$ cat config.mk
export PLATFORM = sky130hd
export DESIGN_NAME = i2c_master_bit_sequencer_top
export DESIGN_NICKNAME = d
export VERILOG_FILES = /design/src/rtl/i2cmbs_pkg.sv /design/src/rtl/i2cmbs_front.sv /design/src/rtl/i2cmbs_queue.sv /design/src/rtl/i2cmbs_back.sv /design/src/rtl/i2c_master_bit_sequencer_top.sv
export VERILOG_INCLUDE_DIRS = /design/src /design/src/rtl
export SDC_FILE = /design/constraint.sdc
export NUM_CORES = 1
export LEC_CHECK = 0
export BUFFER_PORTS_ARGS = -buffer_cell sky130_fd_sc_hd__buf_2
export CAP_MARGIN = 10
export CORE_ASPECT_RATIO = 0.9
export CORE_MARGIN = 3
export CORE_UTILIZATION = 45
export CTS_BUF_LIST = sky130_fd_sc_hd__clkbuf_16
export CTS_CLUSTER_SIZE = 30
export DETAILED_ROUTE_END_ITERATION = 8
export GPL_ROUTABILITY_DRIVEN = 0
export GPL_TIMING_DRIVEN = 0
export PLACE_DENSITY = 0.62
export REMOVE_ABC_BUFFERS = 1
export SYNTH_ARGS = -nofsm -noshare
export SYNTH_HDL_FRONTEND = slang
export SYNTH_SLANG_ARGS = --single-unit
export TNS_END_PERCENT = 50
$ cat constraint.sdc
create_clock -name aclk -period 5.35 [get_ports aclk]
set_input_delay 1.07 -clock aclk [delete_from_list [all_inputs] [get_ports aclk]]
set_output_delay 1.07 -clock aclk [all_outputs]
set_load 0.02 [all_outputs]
$ cat src/rtl/i2c_master_bit_sequencer_top_defines.svh
// Assertion macros used by the top-level RTL file to check its own logic.
`ifndef I2C_MASTER_BIT_SEQUENCER_TOP_DEFINES_SVH
`define I2C_MASTER_BIT_SEQUENCER_TOP_DEFINES_SVH

// Same-cycle implication, off while reset is asserted
`define I2CMBS_ASSERT_IMPLY(lbl, clk, rstn, ante, cons, msg) \
    lbl: assert property (@(posedge clk) disable iff (!(rstn)) (ante) |-> (cons)) \
        else $error(msg);

// Next-cycle implication, off while reset is asserted
`define I2CMBS_ASSERT_NEXT(lbl, clk, rstn, ante, cons, msg) \
    lbl: assert property (@(posedge clk) disable iff (!(rstn)) (ante) |=> (cons)) \
        else $error(msg);

`endif

$ cat src/rtl/i2cmbs_pkg.sv
`default_nettype none

package i2cmbs_pkg;

    // Request codes on the input stream
    typedef enum logic [2:0] {
        REQ_TICK  = 3'd0,
        REQ_START = 3'd1,
        REQ_STOP  = 3'd2,
        REQ_WRITE = 3'd3,
        REQ_READ  = 3'd4,
        REQ_SACK  = 3'd5,
        REQ_RACK  = 3'd6
    } req_t;

    // Active line sequence, one-hot
    typedef enum logic [6:0] {
        ST_IDLE  = 7'b000_0001,
        ST_START = 7'b000_0010,
        ST_STOP  = 7'b000_0100,
        ST_WRITE = 7'b000_1000,
        ST_READ  = 7'b001_0000,
        ST_SACK  = 7'b010_0000,
        ST_RACK  = 7'b100_0000
    } cmd_state_t;

    // What the front end made of a beat
    typedef enum logic [1:0] {
        ITEM_NONE = 2'd0,
        ITEM_TICK = 2'd1,
        ITEM_CMD  = 2'd2
    } item_kind_t;

    localparam int unsigned BITS_PER_BYTE  = 8;
    localparam logic [7:0]  BYTE_MSB       = 8'h80;
    localparam int unsigned QUEUE_DEPTH_DEF = 2;
    localparam int unsigned S_TDATA_W      = 16;
    localparam int unsigned M_TDATA_W      = 16;

    // Classified item held in the queue
    typedef struct packed {
        item_kind_t kind;
        cmd_state_t cmd;
        logic [7:0] tx_byte;
        logic       ack_level;
        logic       sda_in;
    } item_t;

    // Queue head as seen by the back end
    typedef struct packed {
        logic  valid;
        item_t item;
    } q_head_t;

    // One result beat
    typedef struct packed {
        logic       scl_level;
        logic       sda_level;
        logic       busy_res;
        logic       done_res;
        logic [7:0] rx_byte;
        logic       rx_ack;
        logic       rejected;
    } result_t;

endpackage

`default_nettype wire

$ cat src/rtl/i2cmbs_front.sv
`default_nettype none

module i2cmbs_front (
    input  wire logic [2:0]         req_type,
    input  wire logic [7:0]         tx_byte,
    input  wire logic               ack_level,
    input  wire logic               sda_in,
    output i2cmbs_pkg::item_t       item
);
    import i2cmbs_pkg::*;

    // Classify the request and turn it into a sequence selector
    always_comb begin
        item.tx_byte   = tx_byte;
        item.ack_level = ack_level;
        item.sda_in    = sda_in;
        item.kind      = ITEM_CMD;
        item.cmd       = ST_IDLE;
        unique case (req_type)
            REQ_TICK: begin
                item.kind = ITEM_TICK;
            end
            REQ_START: item.cmd = ST_START;
            REQ_STOP:  item.cmd = ST_STOP;
            REQ_WRITE: item.cmd = ST_WRITE;
            REQ_READ:  item.cmd = ST_READ;
            REQ_SACK:  item.cmd = ST_SACK;
            REQ_RACK:  item.cmd = ST_RACK;
            default: begin
                item.kind = ITEM_NONE;
            end
        endcase
    end

endmodule

`default_nettype wire

$ cat src/rtl/i2cmbs_queue.sv
`default_nettype none

module i2cmbs_queue #(
    parameter int unsigned DEPTH = i2cmbs_pkg::QUEUE_DEPTH_DEF
) (
    input  wire logic               aclk,
    input  wire logic               aresetn,
    input  wire logic               push_valid,
    output logic                    push_ready,
    input  wire i2cmbs_pkg::item_t  push_item,
    output i2cmbs_pkg::q_head_t     head,
    input  wire logic               pop
);
    import i2cmbs_pkg::*;

    localparam int unsigned AW = (DEPTH > 1) ? $clog2(DEPTH) : 1;
    localparam int unsigned CW = $clog2(DEPTH + 1);

    item_t           mem_reg [DEPTH];
    logic [AW-1:0]   wr_ptr_reg, wr_ptr_next;
    logic [AW-1:0]   rd_ptr_reg, rd_ptr_next;
    logic [CW-1:0]   count_reg, count_next;
    logic            do_push, do_pop;

    assign push_ready = (count_reg != CW'(DEPTH));
    assign do_push    = push_valid && push_ready;
    assign do_pop     = pop && (count_reg != '0);

    assign head.valid = (count_reg != '0);
    assign head.item  = mem_reg[rd_ptr_reg];

    // Advance pointers with wrap at the queue depth
    always_comb begin
        wr_ptr_next = wr_ptr_reg;
        rd_ptr_next = rd_ptr_reg;
        count_next  = count_reg;
        if (do_push) begin
            wr_ptr_next = (wr_ptr_reg == AW'(DEPTH - 1)) ? '0 : wr_ptr_reg + 1'b1;
        end
        if (do_pop) begin
            rd_ptr_next = (rd_ptr_reg == AW'(DEPTH - 1)) ? '0 : rd_ptr_reg + 1'b1;
        end
        if (do_push && !do_pop) begin
            count_next = count_reg + 1'b1;
        end else if (!do_push && do_pop) begin
            count_next = count_reg - 1'b1;
        end
    end

    always_ff @(posedge aclk) begin
        if (!aresetn) begin
            wr_ptr_reg <= '0;
            rd_ptr_reg <= '0;
            count_reg  <= '0;
        end else begin
            wr_ptr_reg <= wr_ptr_next;
            rd_ptr_reg <= rd_ptr_next;
            count_reg  <= count_next;
        end
    end

    // Store the beat, no reset on payload
    always_ff @(posedge aclk) begin
        if (do_push) begin
            mem_reg[wr_ptr_reg] <= push_item;
        end
    end

endmodule

`default_nettype wire

$ cat src/rtl/i2cmbs_back.sv
`default_nettype none

module i2cmbs_back (
    input  wire logic                aclk,
    input  wire logic                aresetn,
    input  wire i2cmbs_pkg::q_head_t head,
    output logic                     pop,
    output logic                     res_valid,
    input  wire logic                res_ready,
    output i2cmbs_pkg::result_t      res
);
    import i2cmbs_pkg::*;

    localparam logic [2:0] LAST_BIT = 3'(BITS_PER_BYTE - 1);

    cmd_state_t  cmd_reg, cmd_next;
    logic [1:0]  ph_reg, ph_next;
    logic [2:0]  bit_reg, bit_next;
    logic        lead_reg, lead_next;
    logic [7:0]  tx_reg, tx_next;
    logic [7:0]  rx_reg, rx_next;
    logic        ack_hold_reg, ack_hold_next;
    logic        ack_seen_reg, ack_seen_next;
    logic        scl_reg, scl_next;
    logic        sda_reg, sda_next;
    logic        res_valid_reg;
    result_t     res_reg, res_next;
    logic        last_act, bit_cmd, done, rej;
    item_t       it;

    assign it        = head.item;
    assign pop       = head.valid && (!res_valid_reg || res_ready);
    assign res_valid = res_valid_reg;
    assign res       = res_reg;
    assign bit_cmd   = (cmd_reg == ST_WRITE) || (cmd_reg == ST_READ);

    // Carry out one beat: a pin action, a command load or nothing
    always_comb begin
        cmd_next      = cmd_reg;
        ph_next       = ph_reg;
        bit_next      = bit_reg;
        lead_next     = lead_reg;
        tx_next       = tx_reg;
        rx_next       = rx_reg;
        ack_hold_next = ack_hold_reg;
        ack_seen_next = ack_seen_reg;
        scl_next      = scl_reg;
        sda_next      = sda_reg;
        last_act      = 1'b0;
        done          = 1'b0;
        rej           = 1'b0;

        if (pop) begin
            case (it.kind)
                ITEM_TICK: begin
                    // Pin action of the loaded sequence
                    unique case (cmd_reg)
                        ST_START: begin
                            case (ph_reg)
                                2'd0:    sda_next = 1'b1;
                                2'd1:    scl_next = 1'b1;
                                2'd2:    sda_next = 1'b0;
                                default: scl_next = 1'b0;
                            endcase
                            last_act = (ph_reg == 2'd3);
                        end
                        ST_STOP: begin
                            case (ph_reg)
                                2'd0:    sda_next = 1'b0;
                                2'd1:    scl_next = 1'b1;
                                default: sda_next = 1'b1;
                            endcase
                            last_act = (ph_reg == 2'd2);
                        end
                        ST_WRITE: begin
                            case (ph_reg)
                                2'd0:    sda_next = tx_reg[~bit_reg];
                                2'd1:    scl_next = 1'b1;
                                default: scl_next = 1'b0;
                            endcase
                            last_act = (bit_reg == LAST_BIT) && (ph_reg == 2'd2);
                        end
                        ST_READ: begin
                            if (lead_reg) begin
                                sda_next = 1'b1;
                            end else begin
                                case (ph_reg)
                                    2'd0: scl_next = 1'b1;
                                    2'd1: begin
                                        if (it.sda_in) begin
                                            rx_next = rx_reg | (BYTE_MSB >> bit_reg);
                                        end
                                    end
                                    default: scl_next = 1'b0;
                                endcase
                                last_act = (bit_reg == LAST_BIT) && (ph_reg == 2'd2);
                            end
                        end
                        ST_SACK: begin
                            case (ph_reg)
                                2'd0:    sda_next = ack_hold_reg;
                                2'd1:    scl_next = 1'b1;
                                default: scl_next = 1'b0;
                            endcase
                            last_act = (ph_reg == 2'd2);
                        end
                        ST_RACK: begin
                            case (ph_reg)
                                2'd0:    sda_next = 1'b1;
                                2'd1:    scl_next = 1'b1;
                                2'd2:    ack_seen_next = it.sda_in;
                                default: scl_next = 1'b0;
                            endcase
                            last_act = (ph_reg == 2'd3);
                        end
                        default: ;
                    endcase

                    // Advance the step, drop back to idle after the last action
                    if (cmd_reg != ST_IDLE) begin
                        if (last_act) begin
                            cmd_next = ST_IDLE;
                            ph_next  = '0;
                            bit_next = '0;
                            done     = 1'b1;
                        end else if (lead_reg) begin
                            lead_next = 1'b0;
                        end else if (bit_cmd && (ph_reg == 2'd2)) begin
                            ph_next  = '0;
                            bit_next = bit_reg + 1'b1;
                        end else begin
                            ph_next = ph_reg + 1'b1;
                        end
                    end
                end
                ITEM_CMD: begin
                    // Load a sequence only while idle
                    if (cmd_reg != ST_IDLE) begin
                        rej = 1'b1;
                    end else begin
                        cmd_next  = it.cmd;
                        ph_next   = '0;
                        bit_next  = '0;
                        lead_next = (it.cmd == ST_READ);
                        if (it.cmd == ST_WRITE) begin
                            tx_next = it.tx_byte;
                        end
                        if (it.cmd == ST_READ) begin
                            rx_next = '0;
                        end
                        if (it.cmd == ST_SACK) begin
                            ack_hold_next = it.ack_level;
                        end
                    end
                end
                default: ;
            endcase
        end

        res_next.scl_level = scl_next;
        res_next.sda_level = sda_next;
        res_next.busy_res  = (cmd_next != ST_IDLE);
        res_next.done_res  = done;
        res_next.rx_byte   = rx_next;
        res_next.rx_ack    = ack_seen_next;
        res_next.rejected  = rej;
    end

    // Sequencer state
    always_ff @(posedge aclk) begin
        if (!aresetn) begin
            cmd_reg       <= ST_IDLE;
            ph_reg        <= '0;
            bit_reg       <= '0;
            lead_reg      <= 1'b0;
            tx_reg        <= '0;
            rx_reg        <= '0;
            ack_hold_reg  <= 1'b0;
            ack_seen_reg  <= 1'b0;
            scl_reg       <= 1'b1;
            sda_reg       <= 1'b1;
            res_valid_reg <= 1'b0;
        end else begin
            cmd_reg       <= cmd_next;
            ph_reg        <= ph_next;
            bit_reg       <= bit_next;
            lead_reg      <= lead_next;
            tx_reg        <= tx_next;
            rx_reg        <= rx_next;
            ack_hold_reg  <= ack_hold_next;
            ack_seen_reg  <= ack_seen_next;
            scl_reg       <= scl_next;
            sda_reg       <= sda_next;
            if (pop) begin
                res_valid_reg <= 1'b1;
            end else if (res_ready) begin
                res_valid_reg <= 1'b0;
            end
        end
    end

    // Hold the result beat until taken
    always_ff @(posedge aclk) begin
        if (pop) begin
            res_reg <= res_next;
        end
    end

endmodule

`default_nettype wire

$ cat src/rtl/i2c_master_bit_sequencer_top.sv
// I2C master bit sequencer. A command beat (start, stop, write byte, read byte,
// send ack, receive ack) loads a line sequence while the sequencer is idle and
// is flagged as rejected otherwise; each following tick beat performs one pin
// action on SCL/SDA and returns the line state, busy/done flags, the read shift
// register and the sampled ack. Every input beat gives exactly one result beat.
// The block takes one beat per clock on each side: a small queue (QUEUE_DEPTH
// entries) sits between the classifying front end and the sequencer, and the
// result is held in an output register, so each beat passes the queue and then
// the output register; either side may stall without stopping the other until
// the queue is full. After reset both lines read released high.
`default_nettype none
`include "i2c_master_bit_sequencer_top_defines.svh"

module i2c_master_bit_sequencer_top #(
    parameter int unsigned QUEUE_DEPTH = i2cmbs_pkg::QUEUE_DEPTH_DEF
) (
    input  wire logic                              aclk,
    input  wire logic                              aresetn,
    input  wire logic                              s_tvalid,
    output logic                                   s_tready,
    // [2:0] req_type, [10:3] tx_byte, [11] ack_level, [12] sda_in, rest zero
    input  wire logic [i2cmbs_pkg::S_TDATA_W-1:0]  s_tdata,
    output logic                                   m_tvalid,
    input  wire logic                              m_tready,
    // [0] scl_level, [1] sda_level, [2] busy_res, [3] done_res,
    // [11:4] rx_byte, [12] rx_ack, [13] rejected, rest zero
    output logic [i2cmbs_pkg::M_TDATA_W-1:0]       m_tdata
);
    import i2cmbs_pkg::*;

    item_t    front_item;
    q_head_t  q_head;
    logic     q_pop;
    result_t  res;

    // Classify the incoming beat
    i2cmbs_front u_front (
        .req_type  (s_tdata[2:0]),
        .tx_byte   (s_tdata[10:3]),
        .ack_level (s_tdata[11]),
        .sda_in    (s_tdata[12]),
        .item      (front_item)
    );

    // Decouple front end from sequencer
    i2cmbs_queue #(
        .DEPTH (QUEUE_DEPTH)
    ) u_queue (
        .aclk       (aclk),
        .aresetn    (aresetn),
        .push_valid (s_tvalid),
        .push_ready (s_tready),
        .push_item  (front_item),
        .head       (q_head),
        .pop        (q_pop)
    );

    // Run the line sequences
    i2cmbs_back u_back (
        .aclk      (aclk),
        .aresetn   (aresetn),
        .head      (q_head),
        .pop       (q_pop),
        .res_valid (m_tvalid),
        .res_ready (m_tready),
        .res       (res)
    );

    // Pack the result beat
    assign m_tdata = {2'b00, res.rejected, res.rx_ack, res.rx_byte,
                      res.done_res, res.busy_res, res.sda_level, res.scl_level};

    `I2CMBS_ASSERT_IMPLY(a_done_idle, aclk, aresetn, m_tvalid && res.done_res,
        !res.busy_res, "done beat while still busy")
    `I2CMBS_ASSERT_IMPLY(a_rej_busy, aclk, aresetn, m_tvalid && res.rejected,
        res.busy_res && !res.done_res, "rejected beat while idle or done")
    `I2CMBS_ASSERT_IMPLY(a_pop_room, aclk, aresetn, q_pop,
        q_head.valid && (!m_tvalid || m_tready), "queue popped without room")
    `I2CMBS_ASSERT_NEXT(a_pop_result, aclk, aresetn, q_pop,
        m_tvalid, "popped beat gave no result")

endmodule

`default_nettype wire

After elaboration in Yosys (flattened, before gate mapping)
Memory sizes are Yosys's and may differ from the RTL's. A register that Yosys moved wholly into a read port is not among the register bits.
Cells that the tools add are included.
- memories: 1
- flip-flop bits (word level): 52
- output and inout port bits: 18
- logic and storage cells: 161
- memory bits (writable): 38
- bits of input ports: 20
- add/sub/neg operators: 6
- reduce and logical (&&, ||, !) cells: 29
- bitwise logic cells: 3
- order comparisons: 1
- shifts and indexed selects: 1
- equal/unequal tests: 29
- multiplexer cells: 70
- memories (memory ; depth ; bits a word ; rd ports ; clocked after memory_dff ; wr ports ; RTL line ; source):
    u_queue.mem_reg ; 2 ; 19 ; 1 ; 1 ; 1 ; i2cmbs_queue.sv:19 ; item_t mem_reg [DEPTH];
- operators with widths (cell ; number):
    $mux W8 ; 7
    $pmux W7 S6 ; 1
    $mux W1 ; 31
    $mux W7 ; 4
    $pmux W8 S2 ; 1
    $mux W3 ; 5
    $eq A7 B4 Y1 const B ; 2
    $eq A7 B5 Y1 const B ; 2
    $eq A7 B6 Y1 const B ; 2
    $mux W2 ; 7
    $ne A7 B1 Y1 const B ; 2
    $pmux W7 S2 ; 1
    $eq A3 B3 Y1 const B ; 4
    $pmux W1 S2 ; 6
    $reduce_and A5 Y1 ; 2
    $or A8 B8 Y8 ; 1
    $pmux W1 S4 ; 2
    $pmux W2 S2 ; 2
    $reduce_and A4 Y1 ; 2
    $reduce_bool A2 Y1 ; 4
    $reduce_or A2 Y1 ; 4
    $shr A8 B3 Y8 const A ; 1
    $eq A7 B2 Y1 const B ; 1
    $eq A7 B3 Y1 const B ; 1
    other kinds (27) ; 44

Logic depth before layout (Yosys ltp)
- depth after elaboration: 11
- gate-level depth with buffers: 12
- gate-level depth less buffers: 8

Modules after synthesis
Synthesis repeated with hierarchy kept, for this count alone.
- cell total of the unflattened synthesis: 375
- area, all modules: 4404.2 sq um
- by module, submodules not included (module ; cells each ; instances ; sequential area each (sq um) ; area each (sq um)):
    i2cmbs_back ; 268 ; 1 ; 1101.1 ; 2622.5
    i2cmbs_queue ; 83 ; 1 ; 1241.2 ; 1610.3
    i2cmbs_front ; 21 ; 1 ; 0.0 ; 152.6
    i2c_master_bit_sequencer_top ; 3 ; 1 ; 0.0 ; 18.8

Least setup slack after synthesis
OpenSTA, ideal clock, no wires.
- path kind: reg-to-reg
- start point: register (tool-made name)
- end point: register u_back.rx_reg[2]
- buffers on the path: 4
- data required time: 5230 ps
- cell stages (with the launch flop): 12
- setup time: 120 ps
- period minus slack after synthesis: 3166 ps
- data arrival time: 3046 ps
- path slack: 2184 ps
- cells stage by stage: dfxtp_1 -> buf_2 -> buf_1 -> clkbuf_1 -> mux2i_1 -> inv_1 -> ha_1 -> or3_1 -> a211oi_2 -> nand2b_1 -> buf_4 -> nor2_1
- RTL lines (what ; RTL line ; source):
    end signal: assignment ; i2cmbs_back.sv:189 ; rx_reg <= rx_next;
    end: declaration ; i2cmbs_back.sv:21 ; logic [7:0] rx_reg, rx_next;

==> results.txt <==
----------------------------------------------------
[Run status]
  Outcome ... finished, final reports clean

[Clock tree]
  Clock net sink count ... 91
  Number of clock buffers inserted by TritonCTS ... 9
  Htree depth ... 3
  Total of cells resized after clock tree synthesis ... 0
  Max Buffers Root-to-Sink ... 2
  Post-cts hold buffer count ... 0
  Clock transition at the registers of the reported paths ... 0.06 ns
  Root buffer selected by CTS ... sky130_fd_sc_hd__clkbuf_16
  Post-CTS repair timing setup buffer count ... 0
  TritonCTS clock tree ... yes
  Insertion delay to the later sink of the worst-skew pair ... 0.34 ns

[Worst setup path]
  Worst endpoint data arrival time ... 3.33 ns
  Kind of capture point of the worst setup path ... flip-flop
  Worst Path Required ... 5.58 ns
  Maximum fanout encountered on the critical timing path ... 24
  Worst r2r dst ... u_back.tx_reg[4]
  Worst R2R Setup Slack ... 2.25 ns
  Sort of element at the start of the critical path ... flip-flop
  Class of the most critical setup path ... reg -> reg
  R2R cell count ... 7

[Finish]
  # fillers ... 802
  Count of inserted antenna diode cells ... 0
  Number of standard cells in the final layout excluding fillers ... 535
  Max FFs per register ... 38
  Most common library cell in the layout ignoring fill and taps ... sky130_fd_sc_hd__edfxtp_1
  Fin area ... 0.004790 sq mm
  Area growth syn-to-layout ... 12.52%
  Post-layout utilization of the core ... 52.25%
  Number of nets in the layout ... 437
  Commonest cells after routing, fill and taps aside ... sky130_fd_sc_hd__edfxtp_1 (52), sky130_fd_sc_hd__nor2_1 (40), sky130_fd_sc_hd__dfxtp_1 (39)
  Fraction of final layout cells sized beyond drive strength 1 ... 16.46%

[Synthesis]
  Cell area after technology mapping ... 0.004257 sq mm
  Gate Count Post-Synth ... 383
  Most instantiated flip-flop cell in the synthesis netlist ... sky130_fd_sc_hd__edfxtp_1
  Number of distinct library cell variants in the gate-level netlist after synthesis ... 64
  Syn Area/Cell ... 11.11 sq um
  Portion of the post-synthesis area used by sequential elements ... 55.03%
  Post-synthesis sequential element count ... 91
  Post-synthesis async set-or-reset flop share ... 0%
  Warnings from Yosys ... 0
  Number of enable-type register cells in the synthesized netlist ... 52

[Timing]
  Highest achievable clock rate ... 0.3226 GHz
  Actual slew at the worst max-slew pin ... 0.9381 ns
  Final min period ... 3.100 ns
  Part of the cycle the worst path needs ... 57.94%
  Final Hold Slack ... 0.4699 ns
  Number of pins with negative max-slew slack in the final report ... 0
  Max-Slew Margin vs Limit ... 37.19%
  Worst clock skew ... 0.005138 ns
  Slack of the critical path ... 2.250 ns
  Number of hold-slack violations in the final timing report ... 0
  Final setup violating endpoints ... 0
  Setup TNS ... 0 ns
  Setup repair after global routing missed its margin ... no

[Global routing]
  Maximum number of pins on one net before global-route repair ... 29
  Antenna violations before repair ... 0
  First-pass GRT wire length ... 13640 microns
  Overall track demand over capacity in global routing ... 16.41%
  Via count of the first global-routing pass ... 2715
  Overflow left after global routing ... 0

[Routing]
  DRT Wirelength ... 8287 microns
  Post-detailed-route wirelength per cell ... 15.49 microns
  Routed via count divided by cell count ... 5.594
  Final ANT Viol Nets ... 0
  DRC violation total after the first TritonRoute iteration ... 144
  Number of vias after detailed routing ... 2993
  Remaining routing DRC violations ... 0
  First-pass iteration count of the detailed router ... 5

[Floorplanning]
  Initial core utilization ... 46.44%
  Vertical extent of the die ... 98.27 microns
  X dimension of the die ... 108.5 microns
  Top-level I/O count ... 38
  Site Rows ... 33
  Die area ... 0.01066 sq mm
  Core Footprint ... 0.009166 sq mm

[Hold path]
  Worst Hold Launch ... u_back.rx_reg[4]
  Worst hold path type ... reg -> reg
  Min-Delay Endpoint ... u_back.rx_reg[4]
  Count of cells along the worst hold path ... 2

[Pwr]
  Sw Pwr ... 781.1 uW
  Internal portion of total power ... 1.458 mW
  Fraction of power consumed by sequential logic ... 43.2%
  Final total power ... 2.239 mW
  Max rail drop VDD ... 279.6 uV
  Net Sw Frac ... 34.88%
  Leak Pwr ... 1.709 nW
  Share of power burned in the clock network ... 25.0%
  Logic pwr share ... 31.7%
  Power density normalized to cell area ... 467.6 mW/mm^2

[Place]
  Pre-CTS setup slack ... 1.757 ns
  Detailed placer's ending HPWL ... 5850 microns
  Placed inst area ... 0.004494 sq mm
  Input/output buffers ... 32
  # placed instances ... 518

[Job]
  Max capacitance violation total ... 0

----------------------------------------------------
[critical path, cell delays in order (launching register included)]
cell and delay, ns:
sky130_fd_sc_hd__dfxtp_1 0.55, sky130_fd_sc_hd__buf_16 0.22, sky130_fd_sc_hd__mux2i_1 0.29, sky130_fd_sc_hd__ha_1 0.37
sky130_fd_sc_hd__nand3b_1 0.24, sky130_fd_sc_hd__nor4b_4 0.83, sky130_fd_sc_hd__a21oi_1 0.17, sky130_fd_sc_hd__a311oi_1 0.30
[worst max path at each step]
stage                          from          endpoint  slack, ns  depth (start not counted)
after global routing      flip-flop  u_back.tx_reg[4]       1.99                          7
after CTS                 flip-flop  u_back.tx_reg[4]       1.73                          6
final                     flip-flop  u_back.tx_reg[4]       2.25                          7
after floorplan           flip-flop  u_back.rx_reg[0]       2.49                          7
after detailed placement  flip-flop  u_back.rx_reg[2]       1.76                          7
after global placement    flip-flop  u_back.rx_reg[6]       1.83                          7
[per-layer routing]
layer  vias to the layer above  GRT usage [%]  routed length, microns
met5                         -              0                       0
met4                         0          5.146                     142
met3                        12          4.230                     542
met2                       108          24.56                    3747
met1                      1390          23.37                    3855
li1                       1483              -                       -
[cell type report]
| class | instances | area, sq um | area share (%) |
|---|---|---|---|
| Clock buffer | 9 | 225.2 | 4.702 |
| Clock inverter | 7 | 42.54 | 0.8882 |
| Inverter | 13 | 48.80 | 1.019 |
| Multi-Input combinational cell | 258 | 1768 | 36.91 |
| Sequential cell | 91 | 2342 | 48.90 |
| Tap cell | 122 | 152.6 | 3.187 |
| Timing Repair Buffer | 35 | 210.2 | 4.389 |
[kinds of logic after synthesis]
logic type	after synthesis	synth area share (%)
flops	91	55.03
compound gates	75	12.08
simple gates	138	17.93
xor+xnor	9	1.852
mux	25	6.614
other cells	1	0.08810
buf+inv	35	3.762
fa+ha+maj	9	2.646
[Yosys cell counts (6+ instances only)]
cell / number / area [sq um]
sky130_fd_sc_hd__nand2b_1: 11 / 68.82
sky130_fd_sc_hd__nand3_1: 12 / 60.06
sky130_fd_sc_hd__edfxtp_1: 52 / 1562
sky130_fd_sc_hd__nand4_1: 6 / 37.54
sky130_fd_sc_hd__inv_1: 12 / 45.04
sky130_fd_sc_hd__nand2_1: 18 / 67.56
sky130_fd_sc_hd__a21oi_1: 26 / 130.1
sky130_fd_sc_hd__a311oi_1: 9 / 78.83
sky130_fd_sc_hd__xor2_1: 8 / 70.07
sky130_fd_sc_hd__clkbuf_1: 11 / 41.29
sky130_fd_sc_hd__nor4_1: 6 / 37.54
sky130_fd_sc_hd__dfxtp_1: 39 / 780.8
sky130_fd_sc_hd__o21ai_0: 10 / 50.05
sky130_fd_sc_hd__nor2_1: 41 / 153.9
sky130_fd_sc_hd__mux2i_1: 18 / 180.2
sky130_fd_sc_hd__ha_1: 9 / 112.6
sky130_fd_sc_hd__nor3_1: 8 / 40.04
[power groups by stage]
| stage | clock network, mW | logic, mW | registers [mW] |
|---|---|---|---|
| final | 0.561 | 0.711 | 0.968 |
| after CTS | 0.570 | 0.672 | 0.995 |
| after floorplan | 0 | 0.441 | 1.03 |
| after detailed placement | 0 | 0.668 | 1.01 |
| after global placement | 0 | 0.649 | 1.00 |
| after global routing | 0.603 | 0.798 | 0.982 |
No activity file was read; power rests on OpenSTA's default activity.
